$ cat src/ffsa_pkg.sv
package ffsa_pkg;

  // Pool geometry fixed by the result field widths.
  localparam int MAX_UNITS     = 4096;
  localparam int UNIT_BYTES    = 65536;
  localparam int UNIT_SHIFT    = $clog2(UNIT_BYTES);
  localparam int START_W       = 12;
  localparam int LEN_W         = 13;
  localparam int END_W         = LEN_W + 1;
  localparam int UNITS_W       = 32 - UNIT_SHIFT + 1;
  localparam int RESET_RECORDS = 6;
  localparam int FRAME_SLOTS_DEFAULT  = 16;
  localparam int REGION_SLOTS_DEFAULT = 32;

  typedef enum logic [1:0] {
    ST_OK        = 2'd0,
    ST_NO_MEM    = 2'd1,
    ST_NOT_ALLOC = 2'd2,
    ST_BAD       = 2'd3
  } status_t;

  typedef enum logic {
    OP_ALLOC = 1'b0,
    OP_FREE  = 1'b1
  } op_t;

  typedef enum logic {
    CFG_POOL_UNITS   = 1'b0,
    CFG_RECORD_LIMIT = 1'b1
  } cfg_idx_t;

  typedef enum logic [2:0] {
    S_IDLE,
    S_CHECK,
    S_SCAN,
    S_APPLY,
    S_REPORT
  } ctrl_state_t;

  typedef struct packed {
    logic    accept;
    logic    step;
    logic    apply;
    logic    fail;
    status_t fail_code;
    logic    load_out;
  } ctrl_cmd_t;

  typedef struct packed {
    logic    pre_ok;
    status_t pre_code;
    logic    scan_end;
    logic    scan_hit;
    logic    is_free;
    logic    out_free;
  } dp_stat_t;

endpackage

$ cat src/ffsa_ctrl.sv
module ffsa_ctrl (
  input  logic               clk,
  input  logic               rst,
  input  logic               in_valid,
  output logic               in_ready,
  input  ffsa_pkg::dp_stat_t stat,
  output ffsa_pkg::ctrl_cmd_t cmd
);
  import ffsa_pkg::*;

  ctrl_state_t state, state_next;

  always_ff @(posedge clk) begin
    if (rst) begin
      state <= S_IDLE;
    end else begin
      state <= state_next;
    end
  end

  always_comb begin
    state_next = state;
    cmd = '0;
    cmd.fail_code = ST_OK;
    in_ready = 1'b0;
    unique case (state)
      S_IDLE: begin
        // Nothing is taken while reset is held.
        in_ready = !rst;
        if (in_valid && !rst) begin
          cmd.accept = 1'b1;
          state_next = S_CHECK;
        end
      end
      S_CHECK: begin
        if (!stat.pre_ok) begin
          cmd.fail = 1'b1;
          cmd.fail_code = stat.pre_code;
          state_next = S_REPORT;
        end else begin
          state_next = S_SCAN;
        end
      end
      S_SCAN: begin
        if (stat.scan_end && !stat.is_free) begin
          // No region is large enough for the request.
          cmd.fail = 1'b1;
          cmd.fail_code = ST_NO_MEM;
          state_next = S_REPORT;
        end else if (stat.scan_end || stat.scan_hit) begin
          state_next = S_APPLY;
        end else begin
          cmd.step = 1'b1;
        end
      end
      S_APPLY: begin
        cmd.apply = 1'b1;
        state_next = S_REPORT;
      end
      S_REPORT: begin
        if (stat.out_free) begin
          cmd.load_out = 1'b1;
          state_next = S_IDLE;
        end
      end
      default: state_next = S_IDLE;
    endcase
  end

endmodule

$ cat src/ffsa_datapath.sv
module ffsa_datapath #(
  parameter int FRAME_SLOTS  = ffsa_pkg::FRAME_SLOTS_DEFAULT,
  parameter int REGION_SLOTS = ffsa_pkg::REGION_SLOTS_DEFAULT
) (
  input  logic                clk,
  input  logic                rst,
  input  ffsa_pkg::ctrl_cmd_t cmd,
  output ffsa_pkg::dp_stat_t  stat,
  input  logic                in_op,
  input  logic [3:0]          in_id,
  input  logic [31:0]         in_bytes,
  input  logic                cfg_we,
  input  logic                cfg_index,
  input  logic [12:0]         cfg_data,
  output logic                out_valid,
  input  logic                out_ready,
  output logic [1:0]          out_status,
  output logic [11:0]         out_start,
  output logic [12:0]         out_count,
  output logic [28:0]         out_bytes
);
  import ffsa_pkg::*;

  localparam int FIW = (FRAME_SLOTS > 1) ? $clog2(FRAME_SLOTS) : 1;
  localparam int CW  = $clog2(FRAME_SLOTS + 1);
  localparam int RIW = $clog2(REGION_SLOTS);
  localparam int RCW = $clog2(REGION_SLOTS + 1);

  // Free list, sorted by start unit.
  logic [START_W-1:0] fs [REGION_SLOTS];
  logic [LEN_W-1:0]   fl [REGION_SLOTS];
  logic [RCW-1:0]     cnt;

  // Frame records.
  logic               rv [FRAME_SLOTS];
  logic [START_W-1:0] rs [FRAME_SLOTS];
  logic [LEN_W-1:0]   rl [FRAME_SLOTS];
  logic [CW-1:0]      spare, held, lim;

  // Current request.
  logic               op_r;
  logic [3:0]         id_r;
  logic               zero_r;
  logic [UNITS_W-1:0] units_r;

  // Scan state.
  logic [RCW-1:0]     k;
  logic [END_W-1:0]   prev_end;
  logic [LEN_W-1:0]   prev_len;

  // Result.
  status_t            res_status;
  logic [START_W-1:0] res_start;
  logic [LEN_W-1:0]   res_count;

  logic [FIW-1:0]     id_idx;
  logic [RIW-1:0]     k_idx, km1_idx;
  logic [START_W-1:0] e_s, rec_s;
  logic [LEN_W-1:0]   e_l, rec_n, new_len;
  logic               id_ok, rec_valid;
  logic [END_W-1:0]   rec_end;
  logic               jp, jn;

  // Table update decode.
  logic               tbl_we, tbl_wr_s, shl, shr, cnt_dec, cnt_inc, app_ok;
  logic [RIW-1:0]     tbl_idx;
  logic [START_W-1:0] tbl_s;
  logic [LEN_W-1:0]   tbl_l;

  logic [CW-1:0]      lim_w;
  logic [LEN_W-1:0]   pool_w;

  assign id_idx  = FIW'(id_r);
  assign id_ok   = 32'(id_r) < 32'(FRAME_SLOTS);
  assign rec_valid = id_ok ? rv[id_idx] : 1'b0;
  assign rec_s   = rs[id_idx];
  assign rec_n   = rl[id_idx];
  assign rec_end = END_W'(rec_s) + END_W'(rec_n);
  assign k_idx   = k[RIW-1:0];
  assign km1_idx = k_idx - 1'b1;
  assign e_s     = fs[k_idx];
  assign e_l     = fl[k_idx];
  assign new_len = e_l - LEN_W'(units_r);

  assign jp = (k != '0) && (prev_end == END_W'(rec_s));
  assign jn = (k < cnt) && (rec_end == END_W'(e_s));

  always_comb begin
    stat.pre_ok   = 1'b1;
    stat.pre_code = ST_OK;
    if (!id_ok) begin
      stat.pre_ok   = 1'b0;
      stat.pre_code = ST_BAD;
    end else if (op_r == OP_ALLOC) begin
      if (zero_r || rec_valid) begin
        stat.pre_ok   = 1'b0;
        stat.pre_code = ST_BAD;
      end else if (spare == '0) begin
        stat.pre_ok   = 1'b0;
        stat.pre_code = ST_NO_MEM;
      end
    end else if (!rec_valid) begin
      stat.pre_ok   = 1'b0;
      stat.pre_code = ST_NOT_ALLOC;
    end
    stat.scan_end = (k >= cnt);
    stat.scan_hit = (op_r == OP_ALLOC) ? (UNITS_W'(e_l) >= units_r) : (e_s > rec_s);
    stat.is_free  = (op_r == OP_FREE);
    stat.out_free = !out_valid || out_ready;
  end

  always_comb begin
    tbl_we = 1'b0; tbl_wr_s = 1'b0; shl = 1'b0; shr = 1'b0;
    cnt_dec = 1'b0; cnt_inc = 1'b0; app_ok = 1'b1;
    tbl_idx = k_idx; tbl_s = rec_s; tbl_l = rec_n;
    if (op_r == OP_ALLOC) begin
      if (new_len == '0) begin
        shl = 1'b1;
        cnt_dec = 1'b1;
      end else begin
        tbl_we = 1'b1; tbl_wr_s = 1'b1;
        tbl_s = e_s + START_W'(units_r);
        tbl_l = new_len;
      end
    end else if (jp && jn) begin
      tbl_we = 1'b1; tbl_idx = km1_idx;
      tbl_l = prev_len + rec_n + e_l;
      shl = 1'b1; cnt_dec = 1'b1;
    end else if (jp) begin
      tbl_we = 1'b1; tbl_idx = km1_idx;
      tbl_l = prev_len + rec_n;
    end else if (jn) begin
      tbl_we = 1'b1; tbl_wr_s = 1'b1;
      tbl_l = e_l + rec_n;
    end else if (32'(cnt) >= 32'(REGION_SLOTS)) begin
      app_ok = 1'b0;
    end else begin
      tbl_we = 1'b1; tbl_wr_s = 1'b1;
      shr = 1'b1; cnt_inc = 1'b1;
    end
  end

  assign lim_w  = (32'(cfg_data[4:0]) > 32'(FRAME_SLOTS)) ? CW'(FRAME_SLOTS)
                                                         : CW'(cfg_data[4:0]);
  assign pool_w = (32'(cfg_data) > 32'(MAX_UNITS)) ? LEN_W'(MAX_UNITS) : cfg_data;

  // Control state: counts, valid bits, limits, output handshake.
  always_ff @(posedge clk) begin
    if (rst) begin
      cnt   <= '0;
      lim   <= CW'((RESET_RECORDS > FRAME_SLOTS) ? FRAME_SLOTS : RESET_RECORDS);
      spare <= CW'((RESET_RECORDS > FRAME_SLOTS) ? FRAME_SLOTS : RESET_RECORDS);
      held  <= '0;
      for (int i = 0; i < FRAME_SLOTS; i++) begin
        rv[i] <= 1'b0;
      end
      out_valid <= 1'b0;
    end else begin
      if (cmd.load_out) begin
        out_valid <= 1'b1;
      end else if (out_ready) begin
        out_valid <= 1'b0;
      end
      if (cfg_we && cfg_index == CFG_POOL_UNITS) begin
        cnt   <= (pool_w != '0) ? RCW'(1) : '0;
        spare <= lim;
        held  <= '0;
        for (int i = 0; i < FRAME_SLOTS; i++) begin
          rv[i] <= 1'b0;
        end
      end else if (cfg_we && cfg_index == CFG_RECORD_LIMIT) begin
        lim   <= lim_w;
        spare <= (lim_w > held) ? lim_w - held : '0;
      end else if (cmd.apply && app_ok) begin
        if (cnt_dec) begin
          cnt <= cnt - 1'b1;
        end else if (cnt_inc) begin
          cnt <= cnt + 1'b1;
        end
        if (op_r == OP_ALLOC) begin
          rv[id_idx] <= 1'b1;
          spare <= spare - 1'b1;
          held  <= held + 1'b1;
        end else begin
          rv[id_idx] <= 1'b0;
          spare <= spare + 1'b1;
          held  <= held - 1'b1;
        end
      end
    end
  end

  // Payload: tables, request, scan registers, results.
  always_ff @(posedge clk) begin
    if (cfg_we && cfg_index == CFG_POOL_UNITS) begin
      fs[0] <= '0;
      fl[0] <= pool_w;
    end else if (cmd.apply && app_ok) begin
      if (shl) begin
        for (int i = 0; i < REGION_SLOTS - 1; i++) begin
          if (i >= int'(k)) begin
            fs[i] <= fs[i+1];
            fl[i] <= fl[i+1];
          end
        end
      end
      if (shr) begin
        for (int i = 1; i < REGION_SLOTS; i++) begin
          if (i > int'(k)) begin
            fs[i] <= fs[i-1];
            fl[i] <= fl[i-1];
          end
        end
      end
      if (tbl_we) begin
        fl[tbl_idx] <= tbl_l;
        if (tbl_wr_s) begin
          fs[tbl_idx] <= tbl_s;
        end
      end
      if (op_r == OP_ALLOC) begin
        rs[id_idx] <= e_s;
        rl[id_idx] <= LEN_W'(units_r);
      end
    end

    if (cmd.accept) begin
      op_r    <= in_op;
      id_r    <= in_id;
      zero_r  <= (in_bytes == '0);
      units_r <= UNITS_W'(in_bytes >> UNIT_SHIFT) +
                 UNITS_W'(in_bytes[UNIT_SHIFT-1:0] != '0);
      k       <= '0;
    end else if (cmd.step) begin
      k        <= k + 1'b1;
      prev_end <= END_W'(e_s) + END_W'(e_l);
      prev_len <= e_l;
    end

    if (cmd.fail) begin
      res_status <= cmd.fail_code;
      res_start  <= '0;
      res_count  <= '0;
    end else if (cmd.apply) begin
      if (!app_ok) begin
        res_status <= ST_NO_MEM;
        res_start  <= '0;
        res_count  <= '0;
      end else begin
        res_status <= ST_OK;
        res_start  <= (op_r == OP_ALLOC) ? e_s : rec_s;
        res_count  <= (op_r == OP_ALLOC) ? LEN_W'(units_r) : rec_n;
      end
    end

    if (cmd.load_out) begin
      out_status <= res_status;
      out_start  <= res_start;
      out_count  <= res_count;
      out_bytes  <= {res_count[12:0], 16'd0};
    end
  end

endmodule

$ cat src/first_fit_segment_allocator_core.sv
// First-fit segment allocator over a pool of 64 KiB units.
// Requests arrive on the s_* stream: s_tuser holds the operation (allocate
// or free) and s_tdata holds the frame id and the request size in bytes.
// Every accepted transfer produces exactly one result transfer on the m_*
// stream with a status, the start unit, the unit count and the size in
// bytes. The cfg_* port writes the pool size (index 0), which rebuilds the
// pool as one free region and drops all records, and the record limit
// (index 1). Write configuration only while no request is in flight.
// A request that the first check rejects goes straight to the report; an
// allocation that finds no fitting region goes to the report from the scan,
// and a grant or a free passes through the scan and the update first. The
// first-fit scan steps over at most REGION_SLOTS free-list entries, and
// it reads one entry per cycle.
// Splitting, merging and list shifts are all done in the update state. The
// next request can be taken in the cycle after the result is loaded.
// One request is worked on at a time; a new one is taken once the previous
// result sits in the output register, so a stalled receiver holds at most
// one finished result while one more request proceeds up to the report.
// Synchronous reset empties the pool, clears every record and sets the
// record limit to six; no clearing pass is needed.
module first_fit_segment_allocator_core #(
  parameter int FRAME_SLOTS  = ffsa_pkg::FRAME_SLOTS_DEFAULT,
  parameter int REGION_SLOTS = ffsa_pkg::REGION_SLOTS_DEFAULT
) (
  input  logic        clk,
  input  logic        rst,
  input  logic        s_tvalid,
  output logic        s_tready,
  input  logic [39:0] s_tdata,   // frame_id[3:0], request_bytes[35:4], zero pad
  input  logic [0:0]  s_tuser,   // operation[0]
  output logic        m_tvalid,
  input  logic        m_tready,
  output logic [55:0] m_tdata,   // status[1:0], start_unit[13:2],
                                 // unit_count[26:14], granted_bytes[55:27]
  input  logic        cfg_we,
  input  logic [0:0]  cfg_index,
  input  logic [12:0] cfg_data
);
  import ffsa_pkg::*;

  ctrl_cmd_t   cmd;
  dp_stat_t    stat;
  logic [1:0]  out_status;
  logic [11:0] out_start;
  logic [12:0] out_count;
  logic [28:0] out_bytes;

  // The controller sequences check, scan, update and report.
  ffsa_ctrl u_ctrl (
    .clk      (clk),
    .rst      (rst),
    .in_valid (s_tvalid),
    .in_ready (s_tready),
    .stat     (stat),
    .cmd      (cmd)
  );

  // The datapath owns the free list, the records and the result register.
  ffsa_datapath #(
    .FRAME_SLOTS  (FRAME_SLOTS),
    .REGION_SLOTS (REGION_SLOTS)
  ) u_dp (
    .clk        (clk),
    .rst        (rst),
    .cmd        (cmd),
    .stat       (stat),
    .in_op      (s_tuser[0]),
    .in_id      (s_tdata[3:0]),
    .in_bytes   (s_tdata[35:4]),
    .cfg_we     (cfg_we),
    .cfg_index  (cfg_index[0]),
    .cfg_data   (cfg_data),
    .out_valid  (m_tvalid),
    .out_ready  (m_tready),
    .out_status (out_status),
    .out_start  (out_start),
    .out_count  (out_count),
    .out_bytes  (out_bytes)
  );

  assign m_tdata = {out_bytes, out_count, out_start, out_status};

endmodule

$ cat config.mk
export PLATFORM = sky130hd
export DESIGN_NAME = first_fit_segment_allocator_core
export DESIGN_NICKNAME = d
export VERILOG_FILES = /design/src/ffsa_pkg.sv /design/src/ffsa_ctrl.sv /design/src/ffsa_datapath.sv /design/src/first_fit_segment_allocator_core.sv
export SDC_FILE = /design/constraint.sdc
export NUM_CORES = 2
export LEC_CHECK = 0
export ABC_CLOCK_PERIOD_IN_PS = 14400
export BUFFER_PORTS_ARGS = -buffer_cell sky130_fd_sc_hd__buf_2
export CAP_MARGIN = 15
export CORE_UTILIZATION = 40
export DETAILED_ROUTE_END_ITERATION = 10
export HOLD_SLACK_MARGIN = 0.02
export SLEW_MARGIN = 5
export SYNTH_ARGS = -nofsm -noshare
export SYNTH_HDL_FRONTEND = slang
export SYNTH_SLANG_ARGS = --single-unit
$ cat constraint.sdc
create_clock -name clk -period 14.4 [get_ports clk]
set_input_delay 0.72 -clock clk [delete_from_list [all_inputs] [get_ports clk]]
set_output_delay 0.72 -clock clk [all_outputs]
set_load 0.02 [all_outputs]
# After elaboration in Yosys (flattened, before gate mapping)
# Memories as Yosys holds them, arrays and structs flattened. A register that Yosys moved wholly into a read port is not among the register bits.
# Index checks and enable logic that the tools add are counted.
dict set report word_totals {
  ff_bits 135
  latchBits 0
  ramBits 1216
  rom_bits 0
  inputBits 60
  output_inout_bits 58
  wordCells 746
  memories 5
}
# memory depth width read_ports rd_ports_with_merged_regs wr line_no
set mem_list {}
lappend mem_list {u_dp.fl 32 13 33 1 32 ffsa_datapath.sv:31} ;# logic [LEN_W-1:0] fl [REGION_SLOTS];
lappend mem_list {u_dp.fs 32 12 33 1 32 ffsa_datapath.sv:30} ;# logic [START_W-1:0] fs [REGION_SLOTS];
lappend mem_list {u_dp.rl 16 13 1 1 1 ffsa_datapath.sv:37} ;# logic [LEN_W-1:0] rl [FRAME_SLOTS];
lappend mem_list {u_dp.rs 16 12 1 1 1 ffsa_datapath.sv:36} ;# logic [START_W-1:0] rs [FRAME_SLOTS];
lappend mem_list {u_dp.rv 16 1 1 1 16 ffsa_datapath.sv:35} ;# logic rv [FRAME_SLOTS];
dict set report op_classes {
  addsub 17
  n_mul 0
  div 0
  magnitude_cmp 70
  n_eq_ne 10
  shifts 0
  n_mux 507
  bitwise 83
  reduce_logical 35
}
# op n
set op_table {}
lappend op_table {{13-bit two-way mux} 40}
lappend op_table {{12-bit two-way mux} 36}
lappend op_table {{1-bit two-way mux} 391}
lappend op_table {{5-bit by 6-bit > comparator with 1-bit output (first input constant)} 16}
lappend op_table {{5-bit by 6-bit greater-or-equal comparator with 1-bit output (first input constant)} 15}
lappend op_table {{5-bit two-way mux} 16}
lappend op_table {{1-bit bitwise OR} 79}
lappend op_table {{4-bit by 6-bit greater-or-equal comparator with 1-bit output (first input constant)} 8}
lappend op_table {{4-bit by 6-bit > comparator with 1-bit output (first input constant)} 8}
lappend op_table {{13-bit adder} 3}
lappend op_table {{3-bit two-way mux} 11}
lappend op_table {{32-bit zero test} 1}
lappend op_table {{6-bit two-way mux} 5}
lappend op_table {{12-bit by 13-bit adder with 14-bit output} 2}
lappend op_table {{14-bit by 12-bit equality test with 1-bit output} 2}
lappend op_table {{3-bit by 6-bit greater-or-equal comparator with 1-bit output (first input constant)} 4}
lappend op_table {{3-bit by 6-bit > comparator with 1-bit output (first input constant)} 4}
lappend op_table {{16-bit by 1-bit adder with 17-bit output} 1}
lappend op_table {{13-bit by 17-bit greater-or-equal comparator with 1-bit output} 1}
lappend op_table {{4-bit two-way mux} 4}
lappend op_table {{16-bit nonzero test} 1}
lappend op_table {{3-bit case mux with 5 select lines} 1}
lappend op_table {{5-bit by 1-bit subtractor with 5-bit output (second input constant)} 3}
lappend op_table {{13-bit > comparator (second input constant)} 1}
lappend op_table {{41 further kinds} 69}

# Depth between registers and ports, before layout
dict set report depth {
  word_depth 16
  ltp_mapped 31
  ltp_nobuf 23
}

# Cells and area by module
# Synthesis repeated with hierarchy kept, for this count alone.
dict set report hier_totals {
  cells_unflattened 5597
  hier_area_um2 77870.9
}
# module n_inst cells_per_inst area_per_inst_um2 seq_area_each_um2
set modules_own_cells {}
lappend modules_own_cells {ffsa_datapath 1 5564 77610.7 40128.5}
lappend modules_own_cells {ffsa_ctrl 1 33 260.2 60.1}

# Least setup slack after synthesis
# No wires, ideal clock.
dict set report synth_path {
  kind {register -> register}
  from {reg with a tool-made name}
  to {reg with a tool-made name}
  setup_ns 0.174
  arrival_time_ns 9.542
  required_time_ns 14.226
  setup_slack_ns 4.684
  stages_incl_launch_ff 25
  path_buffers 8
  synth_period_minus_slack_ns 9.716
  path_cell_list {dfxtp_1 -> buf_2 -> buf_6 -> buf_6 -> buf_2 -> buf_2 -> clkbuf_1 -> clkbuf_1 -> buf_1 -> mux4_2 -> mux4_2 -> mux2i_1 -> inv_1 -> ha_1 -> nand2b_1 -> a21o_1 -> a31oi_1 -> a221oi_1 -> nor2b_1 -> o21ai_0 -> a211oi_1 -> nor4_1 -> nand2_1 -> xnor2_1 -> nor2_1}
}

==> results.rst <==
.. list-table::
   :header-rows: 1

   * - Metric
     - Value
   * - Remaining routing DRC violations
     - 0
   * - Hold Path Cell Cnt
     - 1
   * - Global-route wire length before repair
     - approximately 330,000 microns
   * - Final RePlAce weighted congestion
     - between 0.9 and 1
   * - Setup slack after layout
     - 4.81 ns
   * - Count of mapped cells out of synthesis
     - 5,548
   * - Post-detailed-route via-to-cell ratio
     - between 5 and 6
   * - Final layout net count
     - 5,788
   * - Number of buffers on the longest clock path
     - 3
   * - Kind of end point of the critical path
     - flip-flop
   * - Total core area
     - 0.191 sq mm
   * - Number of synthesized flops with an enable pin
     - 1,295
   * - Die Y
     - 441 microns
   * - Horizontal die dimension
     - 441 microns
   * - Number of DRC markers in iteration 0
     - slightly below 4,000
   * - Final Hold Violating Endpoints
     - 0
   * - Fraction of registers with async set or reset after synthesis
     - 0%
   * - Critical-path cell with the highest stage delay
     - sky130_fd_sc_hd__o21ai_1
   * - Final cell area excluding filler cells
     - 0.0857 sq mm
   * - Clock Skew
     - about 0.032 ns
   * - Synth cell types
     - 96
   * - Placed Area
     - roughly 0.081 sq mm
   * - TritonCTS clock tree
     - done
   * - Clock tree root driver cell
     - sky130_fd_sc_hd__clkbuf_16
   * - Sink count of the clock tree
     - 1,360
   * - Rows
     - 160
   * - Detail Placement HPWL
     - 159,000 microns
   * - Boundary Pins
     - 118
   * - Final setup violation count
     - 0
   * - Overall global routing resource usage
     - 22.5%
   * - Maximum achievable frequency
     - about 0.10 GHz
   * - Antenna violations before repair
     - 5
   * - Total length of routed wires
     - 220,000 microns
   * - Critical Path AT
     - roughly 10 ns
   * - Start point of the worst hold path
     - s_tuser
   * - R2R setup slack
     - 4.81 ns
   * - Post-CTS setup buffer count
     - 0
   * - Proportion of synthesized chip area in sequential cells
     - a little over half
   * - Static power due to leakage
     - 26.9 nW
   * - Cells along the critical path
     - buf_4, buf_4, mux4_2, mux4_2, ha_1, a211oi_1, o21bai_1, o41ai_1, o21ai_0, xnor3_1, nor4bb_1, nand3_1, o21ai_1, nand3_1, or2_2, nand2_1
   * - Clock latency at the later pin of the worst-skew pair
     - 0.80 ns
   * - Proportion of layout cells with a drive suffix above 1
     - 16.6%
   * - RSZ-0062 raised after global routing
     - false
   * - Overflow left after global routing
     - 0
   * - Full die area
     - a little under 0.2 sq mm
   * - Utilization after layout
     - 44.9%
   * - Cell depth of the worst flop-to-flop path
     - 16
   * - Total clock buffers created by CTS
     - 150
   * - Worst Path Buf+Inv
     - 2
   * - Ys flop type
     - sky130_fd_sc_hd__edfxtp_1
   * - Per-instance average area after synthesis
     - 13.9 sq um
   * - Dominant delay contributor by cell family on the critical path
     - simple AND/OR/NAND/NOR gates
   * - Commonest non-fill, non-tap cell in the layout
     - sky130_fd_sc_hd__mux2i_1
   * - Kind of critical path
     - reg2reg
   * - WP data required
     - 14.82 ns
   * - Number of max-cap violations
     - 0
   * - Power Dens Cells
     - roughly 110 mW/mm^2
   * - Inst Count DP
     - 7,953
   * - Highest-count cells in the layout ignoring fill and taps
     - sky130_fd_sc_hd__mux2i_1 (1,708), sky130_fd_sc_hd__edfxtp_1 (1,295), sky130_fd_sc_hd__mux4_2 (272), sky130_fd_sc_hd__nor2_1 (223), sky130_fd_sc_hd__buf_4 (216)
   * - Worst hold path class
     - in2reg
   * - Run status
     - complete, no violations
   * - Setup TNS
     - 0 ns
   * - Final worst path period need
     - 9.59 ns
   * - Signed area change from the synthesized netlist to the final layout
     - 11.2%
   * - Fraction of post-synthesis cell area in the top cell type by area
     - 50.4%
   * - Worst slew slack as a fraction of its limit
     - approximately 18%
   * - H-tree levels
     - 4
   * - Detail-routed net length per standard cell
     - approximately 27 microns
   * - Gates resized, CTS repair
     - 0
   * - Dominant cells by area after synthesis
     - sky130_fd_sc_hd__edfxtp_1 (50%), sky130_fd_sc_hd__mux2i_1 (22%), sky130_fd_sc_hd__mux4_2 (7.9%)
   * - Cts hold-fix bufs
     - 0
   * - Worst hold endpoint
     - u_dp.op_r$_DFFE_PP_
   * - Number of nets still failing antenna checks after routing
     - 0
   * - Final period utilization
     - 66.6%
   * - Number of port buffers
     - slightly below 100
   * - Flops & latches, synth
     - 1,360
   * - Maximum net fanout on the critical path
     - 31
   * - Starting Density
     - 40.4%
   * - Number of optimization iterations in the first detailed-route pass
     - 6
   * - Final max-slew violation count
     - 0
   * - Stage delay of the slowest cell on the critical path
     - 1.04 ns
   * - Total Power Consumption
     - 9.31 mW
   * - Number of global-route vias before repair
     - 48,800
   * - Final standard cell count with taps included and fillers excluded
     - 8,231
   * - Worst voltage drop across the vdd grid
     - 117 uV
   * - Worst-case hold slack
     - 0.111 ns
   * - Combined area of all synthesized cells
     - around 0.077 sq mm
   * - Maximum number of pins on one net before global-route repair
     - 106
   * - RR Endpoint
     - u_dp.fl[6][7]$_DFFE_PP_
   * - Worst Max-Slew Pin Slew
     - 1.20 ns
   * - Worst slack at placement
     - 4.91 ns
   * - Synth Warn #
     - 0
   * - Category of the worst setup path launch point
     - flip-flop
   * - Cell type with the highest aggregate area in the netlist
     - sky130_fd_sc_hd__edfxtp_1
   * - Overall via count from detail_route
     - 48,400
   * - Worst-path clk slew
     - 0.06 ns
## flip-flops by register name, summed over array words and instances (netlist names), 5 cells and up, named ones only
name	flops
u_dp.rv	16
u_dp.prev_end	14
u_dp.rs	192
u_dp.fs	384
u_dp.res_start	12
u_dp.units_r	17
u_dp.held	5
u_dp.lim	5
u_dp.spare	5
u_dp.prev_len	13
u_dp.rl	208
u_dp.cnt	6
u_dp.out_start	12
u_dp.res_count	13
u_dp.fl	416
u_dp.out_count	13
u_dp.k	6
## cell families (layout without fill, tap and decap cells)
| logic type | Yosys count | count (layout) | synth area share [%] |
|---|---|---|---|
| multiplexers | 2029 | 2029 | 31.1 |
| flip-flops | 1360 | 1360 | 52.1 |
| AND/OR/NAND/NOR | 780 | 780 | 4.89 |
| AO/OA/AOI/OAI | 591 | 591 | 4.90 |
| buffers and inverters | 531 | 686 | 3.30 |
| adder cells (fa/ha/maj) | 133 | 133 | 2.27 |
| XOR/XNOR | 123 | 123 | 1.45 |
| other | 1 | 18 | 0.00486 |
## cell type report
| class | instances | area (sq um) |
|---|---|---|
| inverters | 94 | 353 |
| clock inverters | 69 | 744 |
| repair buffers | 317 | 2170 |
| flip-flops and latches | 1360 | 40200 |
| multi-input cells | 3672 | 34900 |
| fillers | 17100 | 105000 |
| clock buffers | 206 | 4190 |
| diodes | 2 | 5.00 |
| well taps | 2511 | 3140 |
## how the worst max path moves through the flow
| stage | start | cells after the start | slack, ns | to |
|---|---|---|---|---|
| 5_1_grt | flip-flop | 16 | 4.38 | u_dp.fl[14][3]$_DFFE_PP_ |
| 4_1_cts | flip-flop | 16 | 4.91 | u_dp.fl[14][4]$_DFFE_PP_ |
| 3_5_place_dp | flip-flop | 16 | 4.91 | u_dp.fl[14][9]$_DFFE_PP_ |
| 6_report | flip-flop | 16 | 4.81 | u_dp.fl[6][7]$_DFFE_PP_ |
| 3_3_place_gp | flip-flop | 16 | 4.95 | u_dp.fl[6][10]$_DFFE_PP_ |
| 2_1_floorplan | flip-flop | 24 | 4.68 | flip-flop |
## worst register-to-register path: cells and delay by family (launching register included)
kind                     cells  cell delay, ns
XOR/XNOR                     1            0.24
adder cells (fa/ha/maj)      1            0.45
buffers and inverters        2            1.26
flip-flops                   1            0.69
AND/OR/NAND/NOR              5            3.15
multiplexers                 2            1.30
AO/OA/AOI/OAI                5            2.16
## Yosys cell counts, types with 12 or more instances
master	number
sky130_fd_sc_hd__xnor2_1	90
sky130_fd_sc_hd__buf_2	124
sky130_fd_sc_hd__clkbuf_1	187
sky130_fd_sc_hd__a21oi_1	166
sky130_fd_sc_hd__mux2i_1	1710
sky130_fd_sc_hd__ha_1	122
sky130_fd_sc_hd__and3_1	13
sky130_fd_sc_hd__o21ai_0	153
sky130_fd_sc_hd__nand2b_1	25
sky130_fd_sc_hd__buf_4	81
sky130_fd_sc_hd__or2_2	15
sky130_fd_sc_hd__a21o_1	36
sky130_fd_sc_hd__mux2_2	36
sky130_fd_sc_hd__nor3_1	47
sky130_fd_sc_hd__edfxtp_1	1295
sky130_fd_sc_hd__inv_1	91
sky130_fd_sc_hd__mux4_2	272
sky130_fd_sc_hd__nor4_1	27
sky130_fd_sc_hd__xor2_1	30
sky130_fd_sc_hd__nand2_1	192
sky130_fd_sc_hd__o211ai_1	14
sky130_fd_sc_hd__a211oi_1	24
sky130_fd_sc_hd__nand3_1	76
sky130_fd_sc_hd__nor2_1	244
sky130_fd_sc_hd__dfxtp_1	65
sky130_fd_sc_hd__a22oi_1	32
sky130_fd_sc_hd__or3_1	20
sky130_fd_sc_hd__buf_1	34
sky130_fd_sc_hd__a211o_1	16
sky130_fd_sc_hd__o21bai_1	12
sky130_fd_sc_hd__nand4_1	19
sky130_fd_sc_hd__o21a_1	13
sky130_fd_sc_hd__nor2b_1	45
## report_power, final
part           total [mW]  switching [mW]  internal [mW]
logic                1.02           0.647          0.376
registers            4.37          0.0401           4.33
clock network        3.92            1.63           2.29
## metal layers
metal | wire [microns] | track usage, % | up-vias
met5 | 0 | 0 | -
met4 | 5670 | 6.27 | 0
met3 | 11800 | 3.56 | 327
met2 | 106000 | 37.2 | 1400
met1 | 96900 | 30.4 | 25000
li1 | - | - | 21700
Power figures use the tool's default switching activity.
